### src/sv/rgbhsl_pkg.sv
// ----------------------------------------------------------------------------
// rgbhsl_pkg
// shared types, constants and the divider step for the rgb to hsl converter
// ----------------------------------------------------------------------------
`default_nettype none

package rgbhsl_pkg;

   // quotient widths of the two dividers
   localparam int SAT_BITS   = 16;
   localparam int HUE_BITS   = 10;

   // divider stages and quotient bits resolved per stage
   localparam int DIV_STAGES = 4;
   localparam int SAT_PER    = (SAT_BITS + DIV_STAGES - 1) / DIV_STAGES;
   localparam int HUE_PER    = (HUE_BITS + DIV_STAGES - 1) / DIV_STAGES;

   // prep, multiply, divider stages, output register
   localparam int NUM_STAGES = DIV_STAGES + 3;

   // hue scale in sixteenths of a degree
   localparam int HUE_SCALE  = 960;
   localparam int OFFSET_GRN = 1920;
   localparam int OFFSET_BLU = 3840;
   localparam int HUE_FULL   = 5760;

   typedef enum logic [1:0] {
      SECT_RED   = 2'd0,
      SECT_GREEN = 2'd1,
      SECT_BLUE  = 2'd2
   } sector_type;

   typedef struct packed {
      logic [7:0] delta;
      logic [7:0] den;
      logic [8:0] sum;
      logic       gray;
      logic       neg;
      sector_type sector;
      logic [7:0] dabs;
   } prep_type;

   typedef struct packed {
      logic [7:0]          delta;
      logic [7:0]          den;
      logic [8:0]          sum;
      logic                gray;
      logic                neg;
      sector_type          sector;
      logic [7:0]          sat_rem;
      logic [SAT_BITS-1:0] sat_qd;
      logic [7:0]          hue_rem;
      logic [HUE_BITS-1:0] hue_qd;
   } work_type;

   // one restoring step: shift in a dividend bit, return {quotient bit, remainder}
   function automatic logic [8:0] div_step(input logic [7:0] rem,
                                           input logic       dbit,
                                           input logic [7:0] divisor);
      logic [8:0] t;
      logic [8:0] d;
      t = {rem, dbit};
      d = {1'b0, divisor};
      if (t >= d) begin
         div_step = {1'b1, 8'(t - d)};
      end else begin
         div_step = {1'b0, t[7:0]};
      end
   endfunction

endpackage

`default_nettype wire

### src/sv/rgb_to_hsl_converter.sv
// ----------------------------------------------------------------------------
// rgb_to_hsl_converter
// pipelined conversion of one 8-bit rgb pixel to hue, saturation, lightness
// ----------------------------------------------------------------------------
// pipeline: an accepted item passes the prep, multiply, divider and output registers
//   in that order before rsp_valid rises
// throughput: one item per cycle while rsp_ready keeps the output moving; the four
//   restoring divider stages (4 saturation bits and up to 3 hue bits each) set the stage depth
// reset: synchronous, clears every stage valid bit and rsp_valid
`default_nettype none

module rgb_to_hsl_converter
   import rgbhsl_pkg::*;
(
   input  wire logic        clock,
   input  wire logic        reset,
   input  wire logic        req_valid,
   output logic             req_ready,
   input  wire logic [7:0]  req_red,
   input  wire logic [7:0]  req_green,
   input  wire logic [7:0]  req_blue,
   output logic             rsp_valid,
   input  wire logic        rsp_ready,
   output logic [12:0]      rsp_hue_sixteenths,
   output logic [15:0]      rsp_saturation_q15,
   output logic [8:0]       rsp_lightness_sum
);

   // stage valid bits, the top one is the output register
   logic [NUM_STAGES-1:0] valid_ff;
   logic [NUM_STAGES-1:0] valid_in;
   logic [NUM_STAGES-1:0] advance;

   prep_type prep_ff, prep_in;
   work_type mul_ff, mul_in;
   work_type div_ff  [DIV_STAGES];
   work_type div_in  [DIV_STAGES];
   work_type div_src [DIV_STAGES];

   logic [12:0] hue_ff, hue_in;
   logic [15:0] sat_ff, sat_in;
   logic [8:0]  sum_ff;

   // a stage loads when it is empty or its item moves on
   always_comb begin
      advance[NUM_STAGES-1] = !valid_ff[NUM_STAGES-1] || rsp_ready;
      for (int i = NUM_STAGES - 2; i >= 0; i--) begin
         advance[i] = !valid_ff[i] || advance[i+1];
      end
   end

   always_comb begin
      valid_in[0] = req_valid;
      for (int i = 1; i < NUM_STAGES; i++) begin
         valid_in[i] = valid_ff[i-1];
      end
   end

   assign req_ready = advance[0];

   // ---------------------------------------------------------------- prep
   // max, min, sector precedence red then green then blue, signed difference
   always_comb begin
      logic [7:0] mx;
      logic [7:0] mn;
      logic [7:0] pa;
      logic [7:0] pb;
      logic [8:0] sum;
      mx = req_red;
      mn = req_red;
      if (req_green > mx) mx = req_green;
      if (req_blue > mx)  mx = req_blue;
      if (req_green < mn) mn = req_green;
      if (req_blue < mn)  mn = req_blue;
      sum = {1'b0, mx} + {1'b0, mn};

      if (req_red == mx) begin
         prep_in.sector = SECT_RED;
         pa = req_green;
         pb = req_blue;
      end else if (req_green == mx) begin
         prep_in.sector = SECT_GREEN;
         pa = req_blue;
         pb = req_red;
      end else begin
         prep_in.sector = SECT_BLUE;
         pa = req_red;
         pb = req_green;
      end

      prep_in.delta = mx - mn;
      prep_in.sum   = sum;
      // saturation divisor folds at the midpoint of lightness
      prep_in.den   = (sum <= 9'd255) ? sum[7:0] : 8'(9'd510 - sum);
      prep_in.gray  = (mx == mn);
      prep_in.neg   = (pa < pb);
      prep_in.dabs  = (pa < pb) ? (pb - pa) : (pa - pb);
   end

   // ---------------------------------------------------------------- multiply
   // hue numerator 960*|diff| stays below 1024*delta, so its top bits seed the
   // remainder; saturation numerator is delta << 15 with delta <= den
   always_comb begin
      logic [17:0] num;
      num            = 18'(prep_ff.dabs) * 18'(HUE_SCALE);
      mul_in.delta   = prep_ff.delta;
      mul_in.den     = prep_ff.den;
      mul_in.sum     = prep_ff.sum;
      mul_in.gray    = prep_ff.gray;
      mul_in.neg     = prep_ff.neg;
      mul_in.sector  = prep_ff.sector;
      mul_in.hue_rem = num[17:HUE_BITS];
      mul_in.hue_qd  = num[HUE_BITS-1:0];
      mul_in.sat_rem = {1'b0, prep_ff.delta[7:1]};
      mul_in.sat_qd  = {prep_ff.delta[0], {(SAT_BITS-1){1'b0}}};
   end

   // ---------------------------------------------------------------- divide
   // dividend bits leave the top of each qd register, quotient bits enter below
   assign div_src[0] = mul_ff;

   for (genvar s = 0; s < DIV_STAGES; s++) begin : g_div
      if (s > 0) begin : g_link
         assign div_src[s] = div_ff[s-1];
      end

      always_comb begin
         work_type   w;
         logic [8:0] res;
         w = div_src[s];
         for (int j = 0; j < SAT_PER; j++) begin
            if (s * SAT_PER + j < SAT_BITS) begin
               res       = div_step(w.sat_rem, w.sat_qd[SAT_BITS-1], w.den);
               w.sat_qd  = {w.sat_qd[SAT_BITS-2:0], res[8]};
               w.sat_rem = res[7:0];
            end
         end
         for (int j = 0; j < HUE_PER; j++) begin
            if (s * HUE_PER + j < HUE_BITS) begin
               res       = div_step(w.hue_rem, w.hue_qd[HUE_BITS-1], w.delta);
               w.hue_qd  = {w.hue_qd[HUE_BITS-2:0], res[8]};
               w.hue_rem = res[7:0];
            end
         end
         div_in[s] = w;
      end
   end

   // ---------------------------------------------------------------- output
   // quotient magnitude is applied with the sign of the difference, which
   // gives truncation toward zero; only the red sector can wrap below zero
   always_comb begin
      work_type    w;
      logic [12:0] q;
      w = div_ff[DIV_STAGES-1];
      q = 13'(w.hue_qd);
      case (w.sector)
         SECT_RED: begin
            hue_in = (w.neg && (q != 13'd0)) ? (13'(HUE_FULL) - q) : q;
         end
         SECT_GREEN: begin
            hue_in = w.neg ? (13'(OFFSET_GRN) - q) : (13'(OFFSET_GRN) + q);
         end
         SECT_BLUE: begin
            hue_in = w.neg ? (13'(OFFSET_BLU) - q) : (13'(OFFSET_BLU) + q);
         end
         default: begin
            hue_in = 13'd0;
         end
      endcase
      sat_in = w.sat_qd;
      // gray pixels have a zero divisor somewhere, force both to zero
      if (w.gray) begin
         hue_in = 13'd0;
         sat_in = 16'd0;
      end
   end

   // ---------------------------------------------------------------- registers
   always_ff @(posedge clock) begin
      if (reset) begin
         valid_ff <= '0;
      end else begin
         for (int i = 0; i < NUM_STAGES; i++) begin
            if (advance[i]) begin
               valid_ff[i] <= valid_in[i];
            end
         end
      end
   end

   always_ff @(posedge clock) begin
      if (advance[0]) begin
         prep_ff <= prep_in;
      end
      if (advance[1]) begin
         mul_ff <= mul_in;
      end
      for (int s = 0; s < DIV_STAGES; s++) begin
         if (advance[s+2]) begin
            div_ff[s] <= div_in[s];
         end
      end
      if (advance[NUM_STAGES-1]) begin
         hue_ff <= hue_in;
         sat_ff <= sat_in;
         sum_ff <= div_ff[DIV_STAGES-1].sum;
      end
   end

   assign rsp_valid          = valid_ff[NUM_STAGES-1];
   assign rsp_hue_sixteenths = hue_ff;
   assign rsp_saturation_q15 = sat_ff;
   assign rsp_lightness_sum  = sum_ff;

`ifndef SYNTHESIS
   // hue stays inside one full turn
   a_hue_range: assert property (@(posedge clock) disable iff (reset)
      rsp_valid |-> (rsp_hue_sixteenths < 13'(HUE_FULL)))
      else $error("hue out of range");

   // saturation is zero only for gray, and gray has zero hue
   a_gray_hue: assert property (@(posedge clock) disable iff (reset)
      (rsp_valid && (rsp_saturation_q15 == 16'd0)) |-> (rsp_hue_sixteenths == 13'd0))
      else $error("zero saturation with nonzero hue");

   // saturation never exceeds one
   a_sat_range: assert property (@(posedge clock) disable iff (reset)
      rsp_valid |-> (rsp_saturation_q15 <= 16'd32768))
      else $error("saturation above one");

   // an item entering an empty pipeline reaches the output
   a_latency: assert property (@(posedge clock) disable iff (reset)
      (req_valid && req_ready && (valid_ff == '0)) |-> ##7 rsp_valid)
      else $error("item lost in pipeline");
`endif

endmodule

`default_nettype wire
### config.mk
export PLATFORM = sky130hd
export DESIGN_NAME = rgb_to_hsl_converter
export DESIGN_NICKNAME = d
export VERILOG_FILES = /design/src/sv/rgbhsl_pkg.sv /design/src/sv/rgb_to_hsl_converter.sv
export SDC_FILE = /design/constraint.sdc
export NUM_CORES = 1
export LEC_CHECK = 0
export BUFFER_PORTS_ARGS = -buffer_cell sky130_fd_sc_hd__buf_2
export CAP_MARGIN = 40
export CORE_UTILIZATION = 50
export CTS_BUF_LIST = sky130_fd_sc_hd__clkbuf_4
export DETAILED_ROUTE_END_ITERATION = 6
export PLACE_DENSITY_LB_ADDON = 0.12
export SKIP_CTS_REPAIR_TIMING = 1
export SYNTH_ARGS = -nofsm -noshare
export SYNTH_HDL_FRONTEND = slang
export SYNTH_SLANG_ARGS = --single-unit
### constraint.sdc
create_clock -name clock -period 13.25 [get_ports clock]
set_input_delay 1.9875 -clock clock [delete_from_list [all_inputs] [get_ports clock]]
set_output_delay 1.9875 -clock clock [all_outputs]
set_load 0.02 [all_outputs]
==> report_table.html, run 1 <==
<table>
<tr><th>Metric</th><th>Value</th></tr>
<tr><th colspan="2">Routing</th></tr>
<tr><td>Vias per cell</td><td>~5.7</td></tr>
<tr><td>Routed vias</td><td>around 18000</td></tr>
<tr><td>Post-DRT Antenna Nets</td><td>0</td></tr>
<tr><td>First-iteration detailed-routing DRC count</td><td>roughly 1100</td></tr>
<tr><td>Final routed wire length divided by cell count</td><td>between 15 and 20 um</td></tr>
<tr><td>Routed Wire Length</td><td>between 50000 and 60000 um</td></tr>
<tr><td>Detailed-routing iteration count for the pre-antenna-repair pass</td><td>7</td></tr>
<tr><td>Drt drc</td><td>0</td></tr>
<tr><th colspan="2">CTS</th></tr>
<tr><td>Clock buffers created by TritonCTS</td><td>86</td></tr>
<tr><td>Clock Sink Count</td><td>330</td></tr>
<tr><td>CTS H-tree depth</td><td>3</td></tr>
<tr><td>Root buffer selected by CTS</td><td>sky130_fd_sc_hd__clkbuf_4</td></tr>
<tr><td>TritonCTS clock tree</td><td>yes</td></tr>
<tr><td>Number of buffers on the longest clock path</td><td>3</td></tr>
<tr><td>Clock Latency Late Sink</td><td>around 830 ps</td></tr>
<tr><td>Clock transition time at the flip-flop clock pins of the worst setup and hold paths</td><td>60 ps</td></tr>
<tr><th colspan="2">Critical path</th></tr>
<tr><td>Crit path max fanout</td><td>15</td></tr>
<tr><td>Crit Path Category</td><td>reg -&gt; reg</td></tr>
<tr><td>R2r setup slk</td><td>around 3600 ps</td></tr>
<tr><td>Arrival time worst endpoint</td><td>between 10000 and 15000 ps</td></tr>
<tr><td>R2R depth</td><td>34</td></tr>
<tr><td>Sort of element at the start of the critical path</td><td>flip-flop</td></tr>
<tr><td>Worst path max stage delay</td><td>around 660 ps</td></tr>
<tr><td>Crit path max-delay cell type</td><td>sky130_fd_sc_hd__edfxtp_1</td></tr>
<tr><td>Worst flop-to-flop path endpoint</td><td>div_ff[0][38]</td></tr>
<tr><td>Worst endpoint required time</td><td>approximately 14000 ps</td></tr>
<tr><td>Worst reg2reg startpoint</td><td>div_in[276]</td></tr>
<tr><td>Endpoint kind of the worst setup timing path</td><td>flip-flop</td></tr>
<tr><th colspan="2">Yosys</th></tr>
<tr><td>Nets in the synthesized netlist</td><td>between 2000 and 3000</td></tr>
<tr><td>Dominant register cell in the synthesized netlist</td><td>sky130_fd_sc_hd__edfxtp_1</td></tr>
<tr><td>Async SR Flop Fraction</td><td>0</td></tr>
<tr><td>Combined area of all synthesized cells</td><td>24500 sq um</td></tr>
<tr><td>Average cell area after synthesis</td><td>~11 sq um</td></tr>
<tr><td>Yosys warning total</td><td>0</td></tr>
<tr><td>Number of enable flip-flop cells after synthesis</td><td>323</td></tr>
<tr><td>Flops &amp; latches, synth</td><td>between 300 and 400</td></tr>
<tr><td>Synthesized netlist cell count</td><td>about 2300</td></tr>
<tr><td>Count of cell types in the netlist</td><td>92</td></tr>
<tr><td>Portion of the post-synthesis area used by sequential elements</td><td>0.402</td></tr>
<tr><th colspan="2">Place</th></tr>
<tr><td>Pre-CTS setup slack</td><td>3510 ps</td></tr>
<tr><td>Total half-perimeter wirelength after legalization and detailed placement</td><td>about 42000 um</td></tr>
<tr><td>Weighted congestion reported at the end of routability-driven placement</td><td>between 0.9 and 1</td></tr>
<tr><td>Port Buffer Count</td><td>67</td></tr>
<tr><th colspan="2">Min path</th></tr>
<tr><td>Instance count along the most critical hold path</td><td>0</td></tr>
<tr><td>Class of the tightest hold or removal check</td><td>reg -&gt; reg</td></tr>
<tr><td>Hold path startpoint</td><td>div_ff[2][6]</td></tr>
<tr><td>Hold worst-path end</td><td>div_ff[3][7]</td></tr>
<tr><th colspan="2">Run status</th></tr>
<tr><td>Outcome</td><td>finished, final reports clean</td></tr>
<tr><th colspan="2">Global route</th></tr>
<tr><td>Total GRT Usage</td><td>0.223</td></tr>
<tr><td>Number of global-route vias before repair</td><td>~18000</td></tr>
<tr><td>Total grt overflow</td><td>0</td></tr>
<tr><td>First-pass GRT wire length</td><td>slightly below 90000 um</td></tr>
<tr><td>Largest net degree at the start of global routing</td><td>between 50 and 60</td></tr>
<tr><td>Initial antenna violation count</td><td>2</td></tr>
<tr><th colspan="2">Flow run</th></tr>
<tr><td>Reported max-cap violation count</td><td>0</td></tr>
<tr><th colspan="2">Layout</th></tr>
<tr><td>Final layout net count</td><td>around 2800</td></tr>
<tr><td>Fill cell total of the finished layout</td><td>4201</td></tr>
<tr><td>Area grow syn2layout</td><td>9.22%</td></tr>
<tr><td>Fraction of layout cells with a size suffix above 1</td><td>0.150</td></tr>
<tr><th colspan="2">Timing</th></tr>
<tr><td>Worst-case clock skew</td><td>around 67 ps</td></tr>
<tr><td>Slew @ Worst Pin</td><td>939 ps</td></tr>
<tr><td>Share of the cycle needed by the critical path after routing</td><td>0.732</td></tr>
<tr><td>Post-layout min period</td><td>9700 ps</td></tr>
<tr><td>Hold Vio Cnt, Final</td><td>0</td></tr>
<tr><td>Worst max-slew margin expressed relative to the limit</td><td>0.368</td></tr>
<tr><td>Total negative setup slack</td><td>0 ps</td></tr>
<tr><td>PnR worst setup slack</td><td>approximately 3600 ps</td></tr>
<tr><td>Max Clock Freq</td><td>~100 MHz</td></tr>
<tr><td>Worst-case hold slack</td><td>385 ps</td></tr>
<tr><td>RSZ-0062 raised after global routing</td><td>no</td></tr>
<tr><td>Final setup fails</td><td>0</td></tr>
<tr><td>Count of final max-slew check failures</td><td>0</td></tr>
<tr><th colspan="2">Floorplan</th></tr>
<tr><td>Area of the die</td><td>around 50000 sq um</td></tr>
<tr><td>Rows</td><td>80</td></tr>
<tr><td>Horizontal die dimension</td><td>approximately 220 um</td></tr>
<tr><td>CORE AREA</td><td>roughly 48000 sq um</td></tr>
<tr><td>Initial cell density of the core</td><td>0.510</td></tr>
<tr><td>Number of ports placed on the die boundary</td><td>just under 70</td></tr>
<tr><td>DIE HEIGHT</td><td>about 220 um</td></tr>
</table>
cells in the mapped netlist, drive strengths merged, types with 7 or more instances:
cell / instances / share of area
a211oi: 15 / 0.0053
a21boi: 9 / 0.0028
a21o: 42 / 0.013
a21oi: 172 / 0.035
a31oi: 13 / 0.0033
and2: 15 / 0.0038
and3: 13 / 0.0033
and4: 7 / 0.0025
buf: 12 / 0.0027
clkbuf: 35 / 0.0054
dfxtp: 7 / 0.0057
edfxtp: 323 / 0.40
fa: 28 / 0.023
ha: 275 / 0.14
inv: 179 / 0.027
mux2: 133 / 0.062
mux2i: 57 / 0.024
nand2: 95 / 0.015
nand2b: 28 / 0.0072
nand3: 38 / 0.0078
nand4: 18 / 0.0046
nor2: 164 / 0.026
nor2b: 62 / 0.016
nor3: 45 / 0.0092
o211ai: 14 / 0.0049
o21a: 36 / 0.011
o21ai: 129 / 0.027
o21bai: 23 / 0.0071
o31a: 7 / 0.0025
o31ai: 8 / 0.0025
or2: 18 / 0.0046
or3: 10 / 0.0026
xnor2: 112 / 0.040
xor2: 60 / 0.021
flip-flops by register name, summed over array words and instances, names as in the netlist:
register            cells
div_ff                211
div_in                 28
mul_in                 27
rsp_saturation_q15     16
rsp_hue_sixteenths     13
div_src                11
rsp_lightness_sum       9
prep_ff                 8
valid_ff                7
layout make-up:
| cell class | instances | area, sq um | area share |
|---|---|---|---|
| timing repair buffer | 83 | 488 | 0.0183 |
| clock inverter | 30 | 269 | 0.0101 |
| inverter | 179 | 672 | 0.0252 |
| sequential | 330 | 9840 | 0.368 |
| antenna | 2 | 5.00 | 0.000187 |
| tap | 615 | 769 | 0.0288 |
| clock buffer | 119 | 893 | 0.0334 |
| multi-input combinational | 1740 | 13800 | 0.516 |
metal layers:
metal | track usage | vias to the layer above | wire length [um]
li1 | - | 8765 | -
met1 | 0.290 | 8322 | 25300
met2 | 0.380 | 337 | 25900
met3 | 0.0350 | 91 | 2260
met4 | 0.0727 | 0 | 1200
met5 | 0 | - | 0
worst max-delay path by stage:
stage                start             to  slack (ps)  cells after the start
3_5_place_dp    req_red[7]     prep_ff[6]        3510                     31
4_1_cts        div_in[276]  div_ff[0][38]        3680                     35
3_3_place_gp    req_red[6]     prep_ff[6]        3450                     30
5_1_grt        div_in[276]  div_ff[0][37]        3010                     34
2_1_floorplan   req_red[2]     prep_ff[5]        4490                     32
6_report       div_in[276]  div_ff[0][38]        3550                     34
worst max-delay path: cells and delay by family (launching register included):
family	cells	cell delay, ps
simple gates	7	1320
compound gates	15	3820
flops	1	660
mux	4	1480
fa+ha+maj	5	1650
buf+inv	3	540
per-stage QoR:
step / utilization / cell area (sq um) / std cells
finish: 0.557 / 26700 / 3098
global route: 0.557 / 26700 / 3098
CTS: 0.557 / 26700 / 3096
detailed placement: 0.533 / 25500 / 2947
global placement: 0.532 / 25500 / 2943
floorplan: - / 24500 / 2296
logic make-up after synthesis:
family / Yosys count / synth area share
AND/OR/NAND/NOR: 531 / 0.108
multiplexers: 190 / 0.0857
adder cells (fa/ha/maj): 303 / 0.164
XOR/XNOR: 172 / 0.0616
AO/OA/AOI/OAI: 544 / 0.143
buffers and inverters: 226 / 0.0356
flip-flops: 330 / 0.402
placed cells by master, fill, tap and decap left out, types with 17 or more instances in the layout:
cell,Yosys,final
sky130_fd_sc_hd__a21o_1,42,42
sky130_fd_sc_hd__a21oi_1,171,171
sky130_fd_sc_hd__buf_2,11,67
sky130_fd_sc_hd__clkbuf_4,0,119
sky130_fd_sc_hd__edfxtp_1,323,323
sky130_fd_sc_hd__fa_1,28,28
sky130_fd_sc_hd__ha_1,275,275
sky130_fd_sc_hd__inv_1,174,173
sky130_fd_sc_hd__mux2_1,25,25
sky130_fd_sc_hd__mux2_2,105,105
sky130_fd_sc_hd__mux2i_1,55,55
sky130_fd_sc_hd__nand2_1,95,93
sky130_fd_sc_hd__nand2b_1,28,28
sky130_fd_sc_hd__nand3_1,38,37
sky130_fd_sc_hd__nand4_1,18,18
sky130_fd_sc_hd__nor2_1,161,161
sky130_fd_sc_hd__nor2b_1,62,62
sky130_fd_sc_hd__nor3_1,45,45
sky130_fd_sc_hd__o21a_1,36,36
sky130_fd_sc_hd__o21ai_0,105,105
sky130_fd_sc_hd__o21ai_1,23,23
sky130_fd_sc_hd__o21bai_1,23,23
sky130_fd_sc_hd__or2_2,17,17
sky130_fd_sc_hd__xnor2_1,112,112
sky130_fd_sc_hd__xor2_1,60,60
Power of run 1 is not shown: default switching activity piles up to over one toggle a cycle in this logic, so the estimate is an artifact.
==> run 2: changes to the inputs <==
--- a/config.mk
+++ b/config.mk
@@ -5,6 +5,7 @@
 export SDC_FILE = /design/constraint.sdc
 export NUM_CORES = 1
 export LEC_CHECK = 0
+export ABC_AREA = 1
 export BUFFER_PORTS_ARGS = -buffer_cell sky130_fd_sc_hd__buf_2
 export CAP_MARGIN = 40
 export CORE_UTILIZATION = 50
==> constraint.sdc (replaced) <==
create_clock -name clock -period 8.6 [get_ports clock]
set_input_delay 1.29 -clock clock [delete_from_list [all_inputs] [get_ports clock]]
set_output_delay 1.29 -clock clock [all_outputs]
set_load 0.02 [all_outputs]
==> run 2 against run 1 <==
Net effect: via count increased by 12%; first-iteration DRC count increased by 5.5%; register-to-register slack got worse by 2800 ps; critical path depth increased by 6; cell count increased by 21%.
==> report_table.html, run 2 <==
<table>
<tr><th>Metric</th><th>Value</th></tr>
<tr><th colspan="2">Layout</th></tr>
<tr><td>Most common library cell in the layout ignoring fill and taps</td><td>sky130_fd_sc_hd__nand2_1 (was sky130_fd_sc_hd__edfxtp_1)</td></tr>
<tr><td>Fill cell total of the finished layout</td><td>4471 (was 4201)</td></tr>
<tr><td>Final layout net count</td><td>3334 (was 2751)</td></tr>
<tr><td>Fraction of layout cells with a size suffix above 1</td><td>0.124 (was 0.150)</td></tr>
<tr><td>Number of flip-flops under the largest register name</td><td>211 (unchanged)</td></tr>
<tr><td>Leading cell types in the layout, fill and taps excluded</td><td>sky130_fd_sc_hd__nand2_1, sky130_fd_sc_hd__inv_1, sky130_fd_sc_hd__edfxtp_1, sky130_fd_sc_hd__ha_1, sky130_fd_sc_hd__nand3_1 (was sky130_fd_sc_hd__edfxtp_1, sky130_fd_sc_hd__ha_1, sky130_fd_sc_hd__inv_1, sky130_fd_sc_hd__a21oi_1, sky130_fd_sc_hd__nor2_1)</td></tr>
<tr><td>Area grow syn2layout</td><td>8.52% (was 9.22%)</td></tr>
<tr><td>Register name with the most flops</td><td>div_ff (unchanged)</td></tr>
<tr><th colspan="2">Timing</th></tr>
<tr><td>Worst max-slew margin expressed relative to the limit</td><td>0.419 (was 0.368)</td></tr>
<tr><td>Hold Vio Cnt, Final</td><td>0 (unchanged)</td></tr>
<tr><td>Slew @ Worst Pin</td><td>872 ps (was 939 ps)</td></tr>
<tr><td>Total negative setup slack</td><td>0 ps (unchanged)</td></tr>
<tr><td>Worst-case clock skew</td><td>61.0 ps (was 66.8 ps)</td></tr>
<tr><td>Count of final max-slew check failures</td><td>0 (unchanged)</td></tr>
<tr><td>RSZ-0062 raised after global routing</td><td>no (unchanged)</td></tr>
<tr><td>Final setup fails</td><td>0 (unchanged)</td></tr>
<tr><td>Share of the cycle needed by the critical path after routing</td><td>0.908 (was 0.732)</td></tr>
<tr><td>Max Clock Freq</td><td>128 MHz (was 103 MHz)</td></tr>
<tr><td>Post-layout min period</td><td>7810 ps (was 9700 ps)</td></tr>
<tr><th colspan="2">Place</th></tr>
<tr><td>Total half-perimeter wirelength after legalization and detailed placement</td><td>43900 um (was 42000 um)</td></tr>
<tr><td>Weighted congestion reported at the end of routability-driven placement</td><td>0.915 (was 0.909)</td></tr>
<tr><td>Port Buffer Count</td><td>67 (unchanged)</td></tr>
<tr><th colspan="2">Yosys</th></tr>
<tr><td>Count of cell types in the netlist</td><td>70 (was 92)</td></tr>
<tr><td>Combinational family with the most area after synthesis</td><td>simple AND/OR/NAND/NOR gates (was adder cells)</td></tr>
<tr><td>Nets in the synthesized netlist</td><td>3206 (was 2627)</td></tr>
<tr><td>Post-synthesis compound-gate area fraction</td><td>0.0966 (was 0.143)</td></tr>
<tr><td>Largest area contributor in the synthesized netlist</td><td>sky130_fd_sc_hd__edfxtp_1 (unchanged)</td></tr>
<tr><td>Fraction of synthesized area in multiplexers</td><td>0.000795 (was 0.0857)</td></tr>
<tr><td>Area share of fa/ha/maj cells after synthesis</td><td>0.159 (was 0.164)</td></tr>
<tr><td>Simple-gate share of the synthesized area</td><td>0.223 (was 0.108)</td></tr>
<tr><td>Area share of the leading cell type in the synthesized netlist</td><td>0.385 (was 0.397)</td></tr>
<tr><td>XOR/XNOR share of the synthesized area</td><td>0.0612 (was 0.0616)</td></tr>
<tr><td>Synthesized netlist cell count</td><td>2875 (was 2296)</td></tr>
<tr><td>Leading post-synthesis cells by instance count</td><td>sky130_fd_sc_hd__nand2_1, sky130_fd_sc_hd__inv_1, sky130_fd_sc_hd__edfxtp_1, sky130_fd_sc_hd__ha_1, sky130_fd_sc_hd__nand3_1 (was sky130_fd_sc_hd__edfxtp_1, sky130_fd_sc_hd__ha_1, sky130_fd_sc_hd__inv_1, sky130_fd_sc_hd__a21oi_1, sky130_fd_sc_hd__nor2_1)</td></tr>
<tr><td>Number of enable flip-flop cells after synthesis</td><td>323 (unchanged)</td></tr>
<tr><td>Most frequent cell after synthesis</td><td>sky130_fd_sc_hd__nand2_1 (was sky130_fd_sc_hd__edfxtp_1)</td></tr>
<tr><td>Yosys warning total</td><td>0 (unchanged)</td></tr>
<tr><td>Dominant register cell in the synthesized netlist</td><td>sky130_fd_sc_hd__edfxtp_1 (unchanged)</td></tr>
<tr><td>Flops &amp; latches, synth</td><td>330 (unchanged)</td></tr>
<tr><td>Cells taking the most area after synthesis</td><td>sky130_fd_sc_hd__edfxtp_1, sky130_fd_sc_hd__ha_1, sky130_fd_sc_hd__nand2_1 (was sky130_fd_sc_hd__edfxtp_1, sky130_fd_sc_hd__ha_1, sky130_fd_sc_hd__mux2_2)</td></tr>
<tr><td>Average cell area after synthesis</td><td>8.76 sq um (was 10.7 sq um)</td></tr>
<tr><td>Combined area of all synthesized cells</td><td>25200 sq um (was 24500 sq um)</td></tr>
<tr><td>Portion of the post-synthesis area used by sequential elements</td><td>0.391 (was 0.402)</td></tr>
<tr><td>Async SR Flop Fraction</td><td>0 (unchanged)</td></tr>
<tr><th colspan="2">Routing</th></tr>
<tr><td>Post-DRT Antenna Nets</td><td>0 (unchanged)</td></tr>
<tr><td>Routed vias</td><td>19634 (was 17515)</td></tr>
<tr><td>Vias per cell</td><td>5.26 (was 5.65)</td></tr>
<tr><td>Detailed-routing iteration count for the pre-antenna-repair pass</td><td>7 (unchanged)</td></tr>
<tr><td>Routed Wire Length</td><td>56100 um (was 54700 um)</td></tr>
<tr><td>First-iteration detailed-routing DRC count</td><td>1118 (was 1060)</td></tr>
<tr><td>Drt drc</td><td>0 (unchanged)</td></tr>
<tr><td>Final routed wire length divided by cell count</td><td>15.0 um (was 17.7 um)</td></tr>
<tr><th colspan="2">Run status</th></tr>
<tr><td>Outcome</td><td>finished, final reports clean (unchanged)</td></tr>
<tr><th colspan="2">Floorplan</th></tr>
<tr><td>DIE HEIGHT</td><td>226 um (was 223 um)</td></tr>
<tr><td>Rows</td><td>81 (was 80)</td></tr>
<tr><td>CORE AREA</td><td>49300 sq um (was 47900 sq um)</td></tr>
<tr><td>Number of ports placed on the die boundary</td><td>68 (unchanged)</td></tr>
<tr><td>Area of the die</td><td>51300 sq um (was 49800 sq um)</td></tr>
<tr><td>Initial cell density of the core</td><td>0.511 (was 0.510)</td></tr>
<tr><td>Horizontal die dimension</td><td>226 um (was 223 um)</td></tr>
<tr><th colspan="2">Critical path</th></tr>
<tr><td>R2R depth</td><td>40 (was 34)</td></tr>
<tr><td>Crit path max fanout</td><td>17 (was 15)</td></tr>
<tr><td>R2r setup slk</td><td>790 ps (was 3550 ps)</td></tr>
<tr><td>Sort of element at the start of the critical path</td><td>flip-flop (unchanged)</td></tr>
<tr><td>Endpoint kind of the worst setup timing path</td><td>flip-flop (unchanged)</td></tr>
<tr><td>Arrival time worst endpoint</td><td>8320 ps (was 10260 ps)</td></tr>
<tr><td>Worst path max stage delay</td><td>650 ps (was 660 ps)</td></tr>
<tr><td>Worst endpoint required time</td><td>9110 ps (was 13810 ps)</td></tr>
<tr><td>End of the critical path</td><td>div_ff[0][38] (unchanged)</td></tr>
<tr><td>Most common cell type on the critical path</td><td>sky130_fd_sc_hd__nand2_1</td></tr>
<tr><td>Crit path max-delay cell type</td><td>sky130_fd_sc_hd__edfxtp_1 (unchanged)</td></tr>
<tr><td>Worst flop-to-flop path endpoint</td><td>div_ff[0][38] (unchanged)</td></tr>
<tr><td>Worst reg2reg startpoint</td><td>div_in[276] (unchanged)</td></tr>
<tr><td>Startpoint of the worst setup timing path</td><td>div_in[276] (unchanged)</td></tr>
<tr><td>Crit Path Category</td><td>reg -&gt; reg (unchanged)</td></tr>
<tr><th colspan="2">CTS</th></tr>
<tr><td>Clock Sink Count</td><td>330 (unchanged)</td></tr>
<tr><td>Clock Latency Late Sink</td><td>800 ps (was 830 ps)</td></tr>
<tr><td>Root buffer selected by CTS</td><td>sky130_fd_sc_hd__clkbuf_4 (unchanged)</td></tr>
<tr><td>Number of buffers on the longest clock path</td><td>3 (unchanged)</td></tr>
<tr><td>Clock buffers created by TritonCTS</td><td>86 (unchanged)</td></tr>
<tr><td>Clock transition time at the flip-flop clock pins of the worst setup and hold paths</td><td>70 ps (was 60 ps)</td></tr>
<tr><td>CTS H-tree depth</td><td>3 (unchanged)</td></tr>
<tr><td>TritonCTS clock tree</td><td>yes (unchanged)</td></tr>
<tr><th colspan="2">Global route</th></tr>
<tr><td>Initial antenna violation count</td><td>2 (unchanged)</td></tr>
<tr><td>First-pass GRT wire length</td><td>92000 um (was 89200 um)</td></tr>
<tr><td>Total GRT Usage</td><td>0.224 (was 0.223)</td></tr>
<tr><td>Number of global-route vias before repair</td><td>19157 (was 17851)</td></tr>
<tr><td>Largest net degree at the start of global routing</td><td>62 (was 52)</td></tr>
<tr><td>Total grt overflow</td><td>0 (unchanged)</td></tr>
<tr><th colspan="2">Min path</th></tr>
<tr><td>Instance count along the most critical hold path</td><td>0 (unchanged)</td></tr>
<tr><td>Class of the tightest hold or removal check</td><td>reg -&gt; reg (unchanged)</td></tr>
<tr><th colspan="2">Flow run</th></tr>
<tr><td>Reported max-cap violation count</td><td>0 (unchanged)</td></tr>
</table>
-- run 2: cell types whose count changed after synthesis, moves of 53 or more --
cell	before	now
sky130_fd_sc_hd__inv_1	174	360
sky130_fd_sc_hd__mux2_2	105	0
sky130_fd_sc_hd__nor2b_1	62	0
sky130_fd_sc_hd__nand3_1	38	219
sky130_fd_sc_hd__mux2i_1	55	2
sky130_fd_sc_hd__nand2_1	95	631
-- run 2: routing by layer --
metal / vias up / share of wire / track usage
li1: 10055 / - / -
met1: 9000 / 0.46 / 0.288
met2: 454 / 0.47 / 0.380
met3: 125 / 0.042 / 0.0349
met4: 0 / 0.027 / 0.0800
met5: - / 0 / 0
-- run 2: final cells by class --
| type | count | area, sq um | share of cell area |
|---|---|---|---|
| multi-input combinational | 2123 | 13600 | 0.498 |
| sequential | 330 | 9840 | 0.360 |
| inverter | 383 | 1460 | 0.0533 |
| timing repair buffer | 79 | 445 | 0.0163 |
| tap | 664 | 831 | 0.0304 |
| antenna | 2 | 5.00 | 0.000183 |
| clock inverter | 27 | 185 | 0.00678 |
| clock buffer | 127 | 953 | 0.0349 |
-- run 2: worst min path at each step --
stage / start / endpoint
CTS: div_ff[1][5] / div_ff[2][8]
detailed placement: div_in[255] / div_ff[0][42]
global placement: div_ff[2][20] / div_ff[3][24]
floorplan: div_in[255] / div_ff[0][42]
finish: div_ff[2][42] / div_ff[3][42]
global route: div_ff[1][5] / div_ff[2][8]
-- run 2: critical path: cells and delay by family, from the launching register on --
kind,cells,cell delay [ps]
buffers and inverters,3,500
and+or+nand+nor,21,2180
adders and majority gates,5,1580
DFF,1,650
AOI/OAI and AO/OA,11,2610
-- run 2: cell families after synthesis --
family	after synthesis
xor+xnor	176
compound gates	422
flops	330
mux	2
buf+inv	422
fa+ha+maj	303
simple gates	1220
-- run 2: metrics by stage --
step / hold WS [ps] / instance area (sq um) / worst slack [ps] / cells / util
after global placement: 401 / 26100 / 1130 / 3578 / 0.531
after detailed placement: 405 / 26200 / 934 / 3579 / 0.531
after global routing: 395 / 27300 / 166 / 3735 / 0.555
final: 388 / 27300 / 793 / 3735 / 0.555
after CTS: 386 / 27300 / 861 / 3733 / 0.555
after floorplan: 400 / 25200 / 334 / 2875 / -
Power of run 2 is left out for the same reason.
==> run 3: changes to the inputs <==
--- a/config.mk
+++ b/config.mk
@@ -5,10 +5,9 @@
 export SDC_FILE = /design/constraint.sdc
 export NUM_CORES = 1
 export LEC_CHECK = 0
-export ABC_AREA = 1
 export BUFFER_PORTS_ARGS = -buffer_cell sky130_fd_sc_hd__buf_2
 export CAP_MARGIN = 40
-export CORE_UTILIZATION = 50
+export CORE_UTILIZATION = 59
 export CTS_BUF_LIST = sky130_fd_sc_hd__clkbuf_4
 export DETAILED_ROUTE_END_ITERATION = 6
 export PLACE_DENSITY_LB_ADDON = 0.12
==> run 3 against run 2 <==
Net effect: cell count fell by 18%; non-clock buffer count rose by 51; clock skew rose by 28 ps; routed wire length fell by 0.71%; core utilization rose by 11 points; clock-buffer cell count fell by 6.
==> report_table.html, run 3 (same netlist as run 1, synthesis figures left out) <==
<table>
<tr><th>Metric</th><th>Value</th></tr>
<tr><th colspan="2">Run status</th></tr>
<tr><td>Outcome</td><td>finished, final reports clean (unchanged)</td></tr>
<tr><th colspan="2">Timing</th></tr>
<tr><td>Count of final max-slew check failures</td><td>0 (unchanged)</td></tr>
<tr><td>Worst max-slew margin expressed relative to the limit</td><td>0.362 (was 0.419)</td></tr>
<tr><td>Share of the cycle needed by the critical path after routing</td><td>0.956 (was 0.908)</td></tr>
<tr><td>Slew @ Worst Pin</td><td>957 ps (was 872 ps)</td></tr>
<tr><td>Max Clock Freq</td><td>122 MHz (was 128 MHz)</td></tr>
<tr><td>Worst-case hold slack</td><td>363 ps (was 388 ps)</td></tr>
<tr><td>Hold Vio Cnt, Final</td><td>0 (unchanged)</td></tr>
<tr><td>Post-layout min period</td><td>8220 ps (was 7810 ps)</td></tr>
<tr><td>Final setup fails</td><td>0 (unchanged)</td></tr>
<tr><td>Worst-case clock skew</td><td>89.5 ps (was 61.0 ps)</td></tr>
<tr><th colspan="2">Routing</th></tr>
<tr><td>First-iteration detailed-routing DRC count</td><td>944 (was 1118)</td></tr>
<tr><td>Detailed-routing iteration count for the pre-antenna-repair pass</td><td>5 (was 7)</td></tr>
<tr><td>Vias per cell</td><td>5.86 (was 5.26)</td></tr>
<tr><td>Routed Wire Length</td><td>55700 um (was 56100 um)</td></tr>
<tr><td>Drt drc</td><td>0 (unchanged)</td></tr>
<tr><td>Post-DRT Antenna Nets</td><td>0 (unchanged)</td></tr>
<tr><td>Final routed wire length divided by cell count</td><td>18.1 um (was 15.0 um)</td></tr>
<tr><td>Routed vias</td><td>17986 (was 19634)</td></tr>
<tr><th colspan="2">Layout</th></tr>
<tr><td>Number of flip-flops under the largest register name</td><td>211 (unchanged)</td></tr>
<tr><td>Fill cell total of the finished layout</td><td>3134 (was 4471)</td></tr>
<tr><td>Leading cell types in the layout, fill and taps excluded</td><td>sky130_fd_sc_hd__edfxtp_1, sky130_fd_sc_hd__ha_1, sky130_fd_sc_hd__inv_1, sky130_fd_sc_hd__a21oi_1, sky130_fd_sc_hd__nor2_1 (was sky130_fd_sc_hd__nand2_1, sky130_fd_sc_hd__inv_1, sky130_fd_sc_hd__edfxtp_1, sky130_fd_sc_hd__ha_1, sky130_fd_sc_hd__nand3_1)</td></tr>
<tr><td>Most common library cell in the layout ignoring fill and taps</td><td>sky130_fd_sc_hd__edfxtp_1 (was sky130_fd_sc_hd__nand2_1)</td></tr>
<tr><td>Register name with the most flops</td><td>div_ff (unchanged)</td></tr>
<tr><td>Final layout net count</td><td>2801 (was 3334)</td></tr>
<tr><td>Area grow syn2layout</td><td>10.9% (was 8.52%)</td></tr>
<tr><td>Fraction of layout cells with a size suffix above 1</td><td>0.174 (was 0.124)</td></tr>
<tr><th colspan="2">Critical path</th></tr>
<tr><td>Crit path max-delay cell type</td><td>sky130_fd_sc_hd__edfxtp_1 (unchanged)</td></tr>
<tr><td>Crit Path Category</td><td>reg -&gt; reg (unchanged)</td></tr>
<tr><td>Arrival time worst endpoint</td><td>8730 ps (was 8320 ps)</td></tr>
<tr><td>Endpoint kind of the worst setup timing path</td><td>flip-flop (unchanged)</td></tr>
<tr><td>Worst path max stage delay</td><td>430 ps (was 650 ps)</td></tr>
<tr><td>Sort of element at the start of the critical path</td><td>flip-flop (unchanged)</td></tr>
<tr><td>CP bufs+invs</td><td>4 (was 3)</td></tr>
<tr><td>Crit path max fanout</td><td>11 (was 17)</td></tr>
<tr><td>Top Family by Delay on Critical Path</td><td>compound AO/OA/AOI/OAI gates (unchanged)</td></tr>
<tr><td>Worst endpoint required time</td><td>9110 ps (about the same)</td></tr>
<tr><th colspan="2">Global route</th></tr>
<tr><td>Total grt overflow</td><td>0 (unchanged)</td></tr>
<tr><td>First-pass GRT wire length</td><td>89600 um (was 92000 um)</td></tr>
<tr><td>Initial antenna violation count</td><td>4 (was 2)</td></tr>
<tr><td>Total GRT Usage</td><td>0.268 (was 0.224)</td></tr>
<tr><td>Largest net degree at the start of global routing</td><td>50 (was 62)</td></tr>
<tr><td>Number of global-route vias before repair</td><td>17854 (was 19157)</td></tr>
<tr><th colspan="2">Floorplan</th></tr>
<tr><td>Horizontal die dimension</td><td>206 um (was 226 um)</td></tr>
<tr><td>Rows</td><td>74 (was 81)</td></tr>
<tr><td>CORE AREA</td><td>40800 sq um (was 49300 sq um)</td></tr>
<tr><td>Area of the die</td><td>42300 sq um (was 51300 sq um)</td></tr>
<tr><td>Number of ports placed on the die boundary</td><td>68 (unchanged)</td></tr>
<tr><td>DIE HEIGHT</td><td>206 um (was 226 um)</td></tr>
<tr><td>Initial cell density of the core</td><td>0.599 (was 0.511)</td></tr>
<tr><th colspan="2">Place</th></tr>
<tr><td>Total half-perimeter wirelength after legalization and detailed placement</td><td>42200 um (was 43900 um)</td></tr>
<tr><td>Weighted congestion reported at the end of routability-driven placement</td><td>0.942 (was 0.915)</td></tr>
<tr><td>Port Buffer Count</td><td>67 (unchanged)</td></tr>
<tr><th colspan="2">CTS</th></tr>
<tr><td>Clock transition time at the flip-flop clock pins of the worst setup and hold paths</td><td>70 ps (about the same)</td></tr>
<tr><td>TritonCTS clock tree</td><td>yes (unchanged)</td></tr>
<tr><td>Clock buffers created by TritonCTS</td><td>89 (was 86)</td></tr>
<tr><td>Root buffer selected by CTS</td><td>sky130_fd_sc_hd__clkbuf_4 (unchanged)</td></tr>
<tr><td>Number of buffers on the longest clock path</td><td>3 (unchanged)</td></tr>
<tr><td>Clock Sink Count</td><td>330 (unchanged)</td></tr>
<tr><td>CTS H-tree depth</td><td>3 (unchanged)</td></tr>
<tr><td>Clock Latency Late Sink</td><td>820 ps (was 800 ps)</td></tr>
<tr><th colspan="2">Flow run</th></tr>
<tr><td>Reported max-cap violation count</td><td>0 (unchanged)</td></tr>
<tr><th colspan="2">Min path</th></tr>
<tr><td>Class of the tightest hold or removal check</td><td>reg -&gt; reg (unchanged)</td></tr>
</table>
[run 3: cell types whose count changed in the layout (fill, tap and decap cells not counted), sizes merged, moves of 28 or more]
cell / before / now
nand2: 674 / 95
nand3: 249 / 38
inv: 379 / 182
mux2: 0 / 133
nor2b: 0 / 62
mux2i: 2 / 57
nor2: 216 / 164
buf: 79 / 130
xor2: 101 / 60
xnor2: 75 / 112
o21a: 7 / 36
a21oi: 200 / 172
[run 3: routing by layer]
metal  wire length, um  up-vias  global-route usage
met4              1220        0              0.0862
met3              2820       89              0.0458
met5                 0        -                   0
met1             25300     8555               0.353
met2             26300      481               0.447
li1                  -     8861                   -
[run 3: worst paths after layout]
check / depth (start not counted) / slack, ps / start / end
worst min-delay path: 0 / 360 / div_ff[2][42] / div_ff[3][42]
worst max register to register: 35 / 380 / div_in[276] / div_ff[0][37]
worst max-delay path: 35 / 380 / div_in[276] / div_ff[0][37]
worst min register to register: 0 / 360 / div_ff[2][42] / div_ff[3][42]
[run 3: final cells by class]
cell class / count / area [sq um] / share of cell area
tap: 532 / 666 / 0.0245
multi-input combinational: 1740 / 13900 / 0.513
inverter: 179 / 672 / 0.0248
antenna: 4 / 10.0 / 0.000369
sequential: 330 / 9840 / 0.363
clock inverter: 35 / 243 / 0.00895
clock buffer: 121 / 908 / 0.0335
timing repair buffer: 130 / 861 / 0.0317
[run 3: through the flow]
step	cells	TNS [ps]	worst slack [ps]	instance area (sq um)	utilization
final	3071	0	382	27100	0.664
after global routing	3069	-173	-48.0	27100	0.664
after CTS	3054	-686	-122	26900	0.658
after detailed placement	2898	-302	-53.2	25700	0.630
after global placement	2896	0	197	25700	0.629
after floorplan	2296	0	164	24500	-
Power of run 3 is left out for the same reason.
